### src/rtl/ep2cal_pkg.sv
// Shared types, microcode encodings and constant tables for the epoch-to-calendar converter.
`default_nettype none

package ep2cal_pkg;

    localparam int STEP_W = 4;
    typedef logic [STEP_W-1:0] step_t;

    // Micro-operations of the datapath
    typedef enum logic [2:0] {
        OP_IDLE,    // wait for an input beat
        OP_MUL,     // product <= operand * reciprocal
        OP_DIV,     // quotient <= product >> shift
        OP_REM,     // remainder into its field, quotient forward
        OP_YEAR,    // one year of the walk, exit when days fit
        OP_MONTH,   // one month of the walk, exit when days fit
        OP_EMIT     // load the output register, back to idle
    } op_t;

    // Divisor selector
    typedef enum logic [1:0] {
        DV_SEC,
        DV_MIN,
        DV_HOUR,
        DV_WDAY
    } dsel_t;

    typedef struct packed {
        op_t   op;
        dsel_t sel;
        step_t target;
    } uword_t;

    typedef struct packed {
        logic year_fit;
        logic month_fit;
    } dstat_t;

    typedef struct packed {
        logic [4:0]  day_of_month;
        logic [3:0]  month;
        logic [11:0] year;
        logic [2:0]  weekday;
        logic [4:0]  hour;
        logic [5:0]  minute;
        logic [5:0]  second;
    } result_t;

    localparam logic [11:0] YEAR_BASE      = 12'd1970;
    localparam logic [8:0]  YEAR_BASE_M400 = 9'd370;
    localparam logic [8:0]  YEAR_M400_LAST = 9'd399;
    localparam logic [8:0]  DAYS_LEAP      = 9'd366;
    localparam logic [8:0]  DAYS_COMMON    = 9'd365;
    localparam logic [15:0] WDAY_BASE      = 16'd4;   // 1970-01-01 was a Thursday

    // Reciprocal constants: floor(x * M >> S) == floor(x / D) over the operand range
    function automatic logic [31:0] recip(input dsel_t sel);
        case (sel)
            DV_SEC:  recip = 32'h8888_8889;
            DV_MIN:  recip = 32'h8888_8889;
            DV_HOUR: recip = 32'hAAAA_AAAB;
            DV_WDAY: recip = 32'h2492_4925;
            default: recip = 32'h8888_8889;
        endcase
    endfunction

    function automatic logic [5:0] divisor(input dsel_t sel);
        case (sel)
            DV_SEC:  divisor = 6'd60;
            DV_MIN:  divisor = 6'd60;
            DV_HOUR: divisor = 6'd24;
            DV_WDAY: divisor = 6'd7;
            default: divisor = 6'd60;
        endcase
    endfunction

    // Gregorian rule from year mod 400
    function automatic logic is_leap(input logic [8:0] y400);
        is_leap = (y400[1:0] == 2'd0) &&
                  (y400 != 9'd100) && (y400 != 9'd200) && (y400 != 9'd300);
    endfunction

    // Month length, month counted from 0
    function automatic logic [4:0] month_len(input logic [3:0] m, input logic leap);
        case (m)
            4'd0:    month_len = 5'd31;
            4'd1:    month_len = leap ? 5'd29 : 5'd28;
            4'd2:    month_len = 5'd31;
            4'd3:    month_len = 5'd30;
            4'd4:    month_len = 5'd31;
            4'd5:    month_len = 5'd30;
            4'd6:    month_len = 5'd31;
            4'd7:    month_len = 5'd31;
            4'd8:    month_len = 5'd30;
            4'd9:    month_len = 5'd31;
            4'd10:   month_len = 5'd30;
            4'd11:   month_len = 5'd31;
            default: month_len = 5'd31;
        endcase
    endfunction

endpackage

`default_nettype wire

### src/rtl/epoch_seconds_to_calendar_core.sv
// Top level: microcoded epoch-seconds to calendar date and time converter.
`default_nettype none

// Channel   Dir  Beat content                                   Handshake
// s_axis    in   epoch_seconds[31:0]                            tvalid/tready
// m_axis    out  second, minute, hour, weekday, year, month,    tvalid/tready
//                day_of_month packed in tdata[40:0]
//
// A beat runs through the program in order: accept, 12 steps
// of reciprocal multiply division (second, minute, hour, weekday), a walk over the years
// from 1970 and one over the months, each left at a step where the days fit, then emit.
// The output register holds a finished result while the next beat is accepted;
// the emit step waits only while that register is full and not draining.
// rst_n clears the step counter and output valid; no memories to clear.

module epoch_seconds_to_calendar_core (
    input  wire         clk,
    input  wire         rst_n,
    input  wire         s_axis_tvalid,
    output logic        s_axis_tready,
    input  wire  [31:0] s_axis_tdata,   // [31:0] epoch_seconds
    output logic        m_axis_tvalid,
    input  wire         m_axis_tready,
    output logic [47:0] m_axis_tdata    // [5:0] second, [11:6] minute, [16:12] hour,
                                        // [19:17] weekday, [31:20] year,
                                        // [35:32] month, [40:36] day_of_month
);

    ep2cal_pkg::step_t   step_reg, step_next;
    logic                oval_reg, oval_next;
    logic [47:0]         odata_reg, odata_next;

    ep2cal_pkg::uword_t  uword;
    ep2cal_pkg::dstat_t  stat;
    ep2cal_pkg::result_t res;

    logic accept;
    logic emit;

    ep2cal_urom u_urom (
        .step (step_reg),
        .word (uword)
    );

    ep2cal_dpath u_dpath (
        .clk           (clk),
        .start         (accept),
        .epoch_seconds (s_axis_tdata),
        .ctl           (uword),
        .stat          (stat),
        .res           (res)
    );

    assign s_axis_tready = (uword.op == ep2cal_pkg::OP_IDLE);
    assign accept        = s_axis_tvalid && s_axis_tready;
    // emit only when the output register is free or drains this cycle
    assign emit          = (uword.op == ep2cal_pkg::OP_EMIT) && (!oval_reg || m_axis_tready);

    always_comb
    begin
        step_next = step_reg;
        case (uword.op)
            ep2cal_pkg::OP_IDLE:  if (accept)         step_next = step_reg + 4'd1;
            ep2cal_pkg::OP_YEAR:  if (stat.year_fit)  step_next = uword.target;
            ep2cal_pkg::OP_MONTH: if (stat.month_fit) step_next = uword.target;
            ep2cal_pkg::OP_EMIT:  if (emit)           step_next = uword.target;
            default:                                  step_next = step_reg + 4'd1;
        endcase
    end

    always_comb
    begin
        oval_next  = oval_reg;
        odata_next = odata_reg;
        if (oval_reg && m_axis_tready)
        begin
            oval_next = 1'b0;
        end
        if (emit)
        begin
            oval_next  = 1'b1;
            odata_next = {7'd0, res.day_of_month, res.month, res.year, res.weekday,
                          res.hour, res.minute, res.second};
        end
    end

    always_ff @(posedge clk or negedge rst_n)
    begin
        if (!rst_n)
        begin
            step_reg <= '0;
            oval_reg <= 1'b0;
        end
        else
        begin
            step_reg <= step_next;
            oval_reg <= oval_next;
        end
    end

    always_ff @(posedge clk)
    begin
        odata_reg <= odata_next;
    end

    assign m_axis_tvalid = oval_reg;
    assign m_axis_tdata  = odata_reg;

endmodule

`default_nettype wire

### src/rtl/ep2cal_urom.sv
// Control store: one micro-instruction per step of the conversion program.
`default_nettype none

module ep2cal_urom (
    input  wire ep2cal_pkg::step_t  step,
    output ep2cal_pkg::uword_t      word
);

    always_comb
    begin
        word.target = '0;
        case (step)
            4'd0:    begin word.op = ep2cal_pkg::OP_IDLE;  word.sel = ep2cal_pkg::DV_SEC;  end
            4'd1:    begin word.op = ep2cal_pkg::OP_MUL;   word.sel = ep2cal_pkg::DV_SEC;  end
            4'd2:    begin word.op = ep2cal_pkg::OP_DIV;   word.sel = ep2cal_pkg::DV_SEC;  end
            4'd3:    begin word.op = ep2cal_pkg::OP_REM;   word.sel = ep2cal_pkg::DV_SEC;  end
            4'd4:    begin word.op = ep2cal_pkg::OP_MUL;   word.sel = ep2cal_pkg::DV_MIN;  end
            4'd5:    begin word.op = ep2cal_pkg::OP_DIV;   word.sel = ep2cal_pkg::DV_MIN;  end
            4'd6:    begin word.op = ep2cal_pkg::OP_REM;   word.sel = ep2cal_pkg::DV_MIN;  end
            4'd7:    begin word.op = ep2cal_pkg::OP_MUL;   word.sel = ep2cal_pkg::DV_HOUR; end
            4'd8:    begin word.op = ep2cal_pkg::OP_DIV;   word.sel = ep2cal_pkg::DV_HOUR; end
            4'd9:    begin word.op = ep2cal_pkg::OP_REM;   word.sel = ep2cal_pkg::DV_HOUR; end
            4'd10:   begin word.op = ep2cal_pkg::OP_MUL;   word.sel = ep2cal_pkg::DV_WDAY; end
            4'd11:   begin word.op = ep2cal_pkg::OP_DIV;   word.sel = ep2cal_pkg::DV_WDAY; end
            4'd12:   begin word.op = ep2cal_pkg::OP_REM;   word.sel = ep2cal_pkg::DV_WDAY; end
            4'd13:
            begin
                word.op     = ep2cal_pkg::OP_YEAR;
                word.sel    = ep2cal_pkg::DV_SEC;
                word.target = 4'd14;
            end
            4'd14:
            begin
                word.op     = ep2cal_pkg::OP_MONTH;
                word.sel    = ep2cal_pkg::DV_SEC;
                word.target = 4'd15;
            end
            4'd15:
            begin
                word.op     = ep2cal_pkg::OP_EMIT;
                word.sel    = ep2cal_pkg::DV_SEC;
                word.target = 4'd0;
            end
            default: begin word.op = ep2cal_pkg::OP_IDLE;  word.sel = ep2cal_pkg::DV_SEC;  end
        endcase
    end

endmodule

`default_nettype wire

### src/rtl/ep2cal_dpath.sv
// Datapath: reciprocal multiply divider, year and month walkers, field registers.
`default_nettype none

module ep2cal_dpath (
    input  wire                     clk,
    input  wire                     start,
    input  wire [31:0]              epoch_seconds,
    input  wire ep2cal_pkg::uword_t ctl,
    output ep2cal_pkg::dstat_t      stat,
    output ep2cal_pkg::result_t     res
);

    logic [31:0] acc_reg,   acc_next;
    logic [63:0] prod_reg,  prod_next;
    logic [31:0] quo_reg,   quo_next;
    logic [15:0] days_reg,  days_next;
    logic [11:0] year_reg,  year_next;
    logic [8:0]  y400_reg,  y400_next;
    logic [3:0]  month_reg, month_next;
    logic [5:0]  sec_reg,   sec_next;
    logic [5:0]  min_reg,   min_next;
    logic [4:0]  hour_reg,  hour_next;
    logic [2:0]  wday_reg,  wday_next;

    logic [31:0] opnd;
    logic [31:0] rem;
    logic        leap;
    logic [8:0]  ylen;
    logic [4:0]  mlen;

    always_comb
    begin
        opnd = (ctl.sel == ep2cal_pkg::DV_WDAY) ?
               {16'd0, days_reg + ep2cal_pkg::WDAY_BASE} : acc_reg;
        rem  = opnd - 32'(quo_reg * {26'd0, ep2cal_pkg::divisor(ctl.sel)});
        leap = ep2cal_pkg::is_leap(y400_reg);
        ylen = leap ? ep2cal_pkg::DAYS_LEAP : ep2cal_pkg::DAYS_COMMON;
        mlen = ep2cal_pkg::month_len(month_reg, leap);
        stat.year_fit  = days_reg < {7'd0, ylen};
        stat.month_fit = days_reg < {11'd0, mlen};
    end

    always_comb
    begin
        acc_next   = acc_reg;
        prod_next  = prod_reg;
        quo_next   = quo_reg;
        days_next  = days_reg;
        year_next  = year_reg;
        y400_next  = y400_reg;
        month_next = month_reg;
        sec_next   = sec_reg;
        min_next   = min_reg;
        hour_next  = hour_reg;
        wday_next  = wday_reg;
        case (ctl.op)
            ep2cal_pkg::OP_IDLE:
            begin
                if (start)
                begin
                    acc_next   = epoch_seconds;
                    year_next  = ep2cal_pkg::YEAR_BASE;
                    y400_next  = ep2cal_pkg::YEAR_BASE_M400;
                    month_next = '0;
                end
            end
            ep2cal_pkg::OP_MUL:
            begin
                prod_next = {32'd0, opnd} * {32'd0, ep2cal_pkg::recip(ctl.sel)};
            end
            ep2cal_pkg::OP_DIV:
            begin
                case (ctl.sel)
                    ep2cal_pkg::DV_HOUR: quo_next = {4'd0, prod_reg[63:36]};
                    ep2cal_pkg::DV_WDAY: quo_next = prod_reg[63:32];
                    default:             quo_next = {5'd0, prod_reg[63:37]};
                endcase
            end
            ep2cal_pkg::OP_REM:
            begin
                case (ctl.sel)
                    ep2cal_pkg::DV_SEC:
                    begin
                        sec_next = rem[5:0];
                        acc_next = quo_reg;
                    end
                    ep2cal_pkg::DV_MIN:
                    begin
                        min_next = rem[5:0];
                        acc_next = quo_reg;
                    end
                    ep2cal_pkg::DV_HOUR:
                    begin
                        hour_next = rem[4:0];
                        days_next = quo_reg[15:0];
                    end
                    default:
                    begin
                        wday_next = rem[2:0];
                    end
                endcase
            end
            ep2cal_pkg::OP_YEAR:
            begin
                if (!stat.year_fit)
                begin
                    days_next = days_reg - {7'd0, ylen};
                    year_next = year_reg + 12'd1;
                    y400_next = (y400_reg == ep2cal_pkg::YEAR_M400_LAST) ? 9'd0
                                                                         : y400_reg + 9'd1;
                end
            end
            ep2cal_pkg::OP_MONTH:
            begin
                if (!stat.month_fit)
                begin
                    days_next  = days_reg - {11'd0, mlen};
                    month_next = month_reg + 4'd1;
                end
            end
            default:
            begin
            end
        endcase
    end

    always_ff @(posedge clk)
    begin
        acc_reg   <= acc_next;
        prod_reg  <= prod_next;
        quo_reg   <= quo_next;
        days_reg  <= days_next;
        year_reg  <= year_next;
        y400_reg  <= y400_next;
        month_reg <= month_next;
        sec_reg   <= sec_next;
        min_reg   <= min_next;
        hour_reg  <= hour_next;
        wday_reg  <= wday_next;
    end

    always_comb
    begin
        res.second       = sec_reg;
        res.minute       = min_reg;
        res.hour         = hour_reg;
        res.weekday      = wday_reg;
        res.year         = year_reg;
        res.month        = month_reg + 4'd1;
        res.day_of_month = days_reg[4:0] + 5'd1;
    end

endmodule

`default_nettype wire
### config.mk
export PLATFORM = sky130hd
export DESIGN_NAME = epoch_seconds_to_calendar_core
export DESIGN_NICKNAME = d
export VERILOG_FILES = /design/src/rtl/ep2cal_pkg.sv /design/src/rtl/epoch_seconds_to_calendar_core.sv /design/src/rtl/ep2cal_urom.sv /design/src/rtl/ep2cal_dpath.sv
export SDC_FILE = /design/constraint.sdc
export NUM_CORES = 2
export LEC_CHECK = 0
export BUFFER_PORTS_ARGS = -buffer_cell sky130_fd_sc_hd__buf_4
export CAP_MARGIN = 5
export CORE_UTILIZATION = 45
export CTS_CLUSTER_DIAMETER = 40
export CTS_CLUSTER_SIZE = 14
export DETAILED_ROUTE_END_ITERATION = 12
export SLEW_MARGIN = 15
export SYNTH_ARGS = -nofsm -noshare
export SYNTH_HDL_FRONTEND = slang
export SYNTH_SLANG_ARGS = --single-unit
export TNS_END_PERCENT = 5
### constraint.sdc
create_clock -name clk -period 12.3 [get_ports clk]
set_clock_uncertainty 0.05 [all_clocks]
set_input_delay 0.615 -clock clk [delete_from_list [all_inputs] [get_ports clk]]
set_output_delay 0.615 -clock clk [all_outputs]
set_load 0.02 [all_outputs]
==> reports/results.ini <==
[layout]
antenna_cells=0
final_layout_size_suffix_gt1_frac=0.0599
fin_nets=4116
largest_register_ffs=41
area_growth_pct=8.69
fin_util=0.497

[worst_hold_path]
hold_path.class=in2reg

[synth]
netlist_area_mm2=0.0315
synthCells=3021
synth_top_family_by_area=adder cells
yosysTopAreaCell=fa_1
ys_types=74
ys_seq_elements=203
avgSynthCellArea_um2=10.4
yosysSeqAreaShare=0.192
synth-edff-count=198
yosysWarnings=0
synth_flop_cell=edfxtp_1
synthAdderAreaFrac=0.491
synthTopCellsByArea=fa_1, edfxtp_1, ha_1
ys_async_sr_fraction=0.0246
synthSimpleGateAreaFrac=0.0768
synthTopCellsByCount=inv_1, fa_1, ha_1, edfxtp_1, nand2_1
yosys.area.top_type_share=0.333
muxShareOfSynthArea=0.0127
synth_most_common_cell=inv_1
yosys.area_share.xor_xnor=0.0418
synth_compound_area_frac=0.0881

[clock_network]
post_cts_buffers=0
cts.path.max_buffers=3
cts-buffers-inserted=22
cts_root_buffer=clkbuf_16
cts_tree=built
htree_levels=1
cts_sinks=203
clkTransAtPathRegs_ps=70
clk_latency_ps=530

[sta]
setup-tns-final_ps=0
hold_violations=0
period_share=0.902
report.final.setup_viol=0
setup_slack_ps=1200
fmax_mhz=90.1
worst_pin_slew_ps=1160
rsz0062_at_grt=false
timing.hold.ws_ps=248
fin_crit_ps=11100
maxSlewHeadroom=0.229
drv_slew=0

[critical_path]
worstSetupPathType=reg2reg
crit_top_cell=fa_1
crit_path_end_kind=flop
start_kind=flop
critPathSlowestCell=a211o_2
crit_required_ps=12520
arrival_ps=11320
max_stage_delay_ps=690
crit_fanout=41

[run]
maxCapViolations=0

[status]
status=complete, no violations

[placement]
gp_congestion=0.997
numPortBuffers=78
dp_slack_ps=1250
hpwl_mm=83.1

[global_routing]
grt_pass1_wl_mm=143
grt_max_degree=59
overflow=0
grt_pass1_vias=23100
grt_usage=0.272
grt_antenna_before_repair=2

[floorplan]
die_w_um=267
die_h_um=267
initial_core_util=0.458
dieArea_mm2=0.0712
rows=96
design.core.area_mm2=0.0689
top_level_ports=86

[routing]
viasPerCell=5.33
wl_mm=93.9
drc_errors=0
wl_per_cell_um=22.9
drt_iter0_markers=1817
ant_nets=0
dr.pass1.iters=8
via_count=21900

-- stage by stage --
step                area [um^2]  cells
finish                    34300   4103
floorplan                 31900   3122
global placement          33500   4062
global route              34300   4103
detailed placement        33500   4062
CTS                       34300   4103
-- logic make-up (layout without fill, tap and decap cells) --
| group | Yosys count | after routing |
|---|---|---|
| compound gates | 409 | 409 |
| fa+ha+maj | 924 | 924 |
| mux | 36 | 36 |
| other cells | 2 | 103 |
| xor+xnor | 149 | 149 |
| buf+inv | 803 | 853 |
| simple gates | 495 | 495 |
| flops | 203 | 203 |
-- path summary, 6_finish.rpt --
path,start,endpoint,slack [ps],cells past startpoint
worst min register to register,u_dpath.sec_reg[3],m_axis_tdata[3],370,0
max in group asynchronous,rst_n,step_reg[3],11680,2
min in group asynchronous,rst_n,m_axis_tvalid,380,2
worst max-delay path,step_reg[0],u_dpath.prod_reg[52],1200,29
worst max register to register,step_reg[0],u_dpath.prod_reg[52],1200,29
worst min-delay path,m_axis_tready,m_axis_tvalid,250,2
-- layer usage --
metal	GRT usage	vias up	wire [um]
met5	0	-	27
met1	0.373	11200	40900
li1	-	9940	-
met2	0.455	622	45500
met3	0.0213	122	3860
met4	0.0893	4	3620
-- cell usage in the layout, fill, tap and decap left out, drive strengths merged, types with 7 or more instances in the layout --
cell type	n
conb	103
nand2b	21
o21a	8
nor3	13
nor2	127
ha	400
o22ai	8
and4	7
a222oi	27
o211ai	10
nand4	16
nand2	143
a211oi	9
nor4	8
a31oi	11
o21ai	72
edfxtp	198
inv	713
xor2	72
o31ai	10
buf	100
xnor2	76
o221ai	11
fa	524
o21bai	17
mux2	32
clkbuf	30
nor2b	11
and2	69
a21o	64
and3	25
a22oi	7
nand3	32
a21oi	116
-- final cells by class --
class / count / area (um^2)
fillers: 6472 / 34700
multi-input cells: 2116 / 22900
flip-flops and latches: 203 / 6070
inverters: 712 / 2670
well taps: 931 / 1160
repair buffers: 101 / 761
clock buffers: 30 / 611
clock inverters: 10 / 121
-- repair_timing --
| item | 4_1_cts | 5_1_grt |
|---|---|---|
| endpoints found under the hold margin | 5 | 0 |
| hold buffers | 1 | 0 |
| resized for setup | 0 | 0 |
-- critical path, delay by kind of cell, from the launching register on --
kind	cells	cell delay, ps
AO/OA/AOI/OAI	8	2570
AND/OR/NAND/NOR	6	2630
adder cells (fa/ha/maj)	10	4550
XOR/XNOR	2	330
flip-flops	1	420
buffers and inverters	3	250
Power is not shown: default switching activity piles up to over one toggle a cycle in this logic, so the estimate is an artifact.
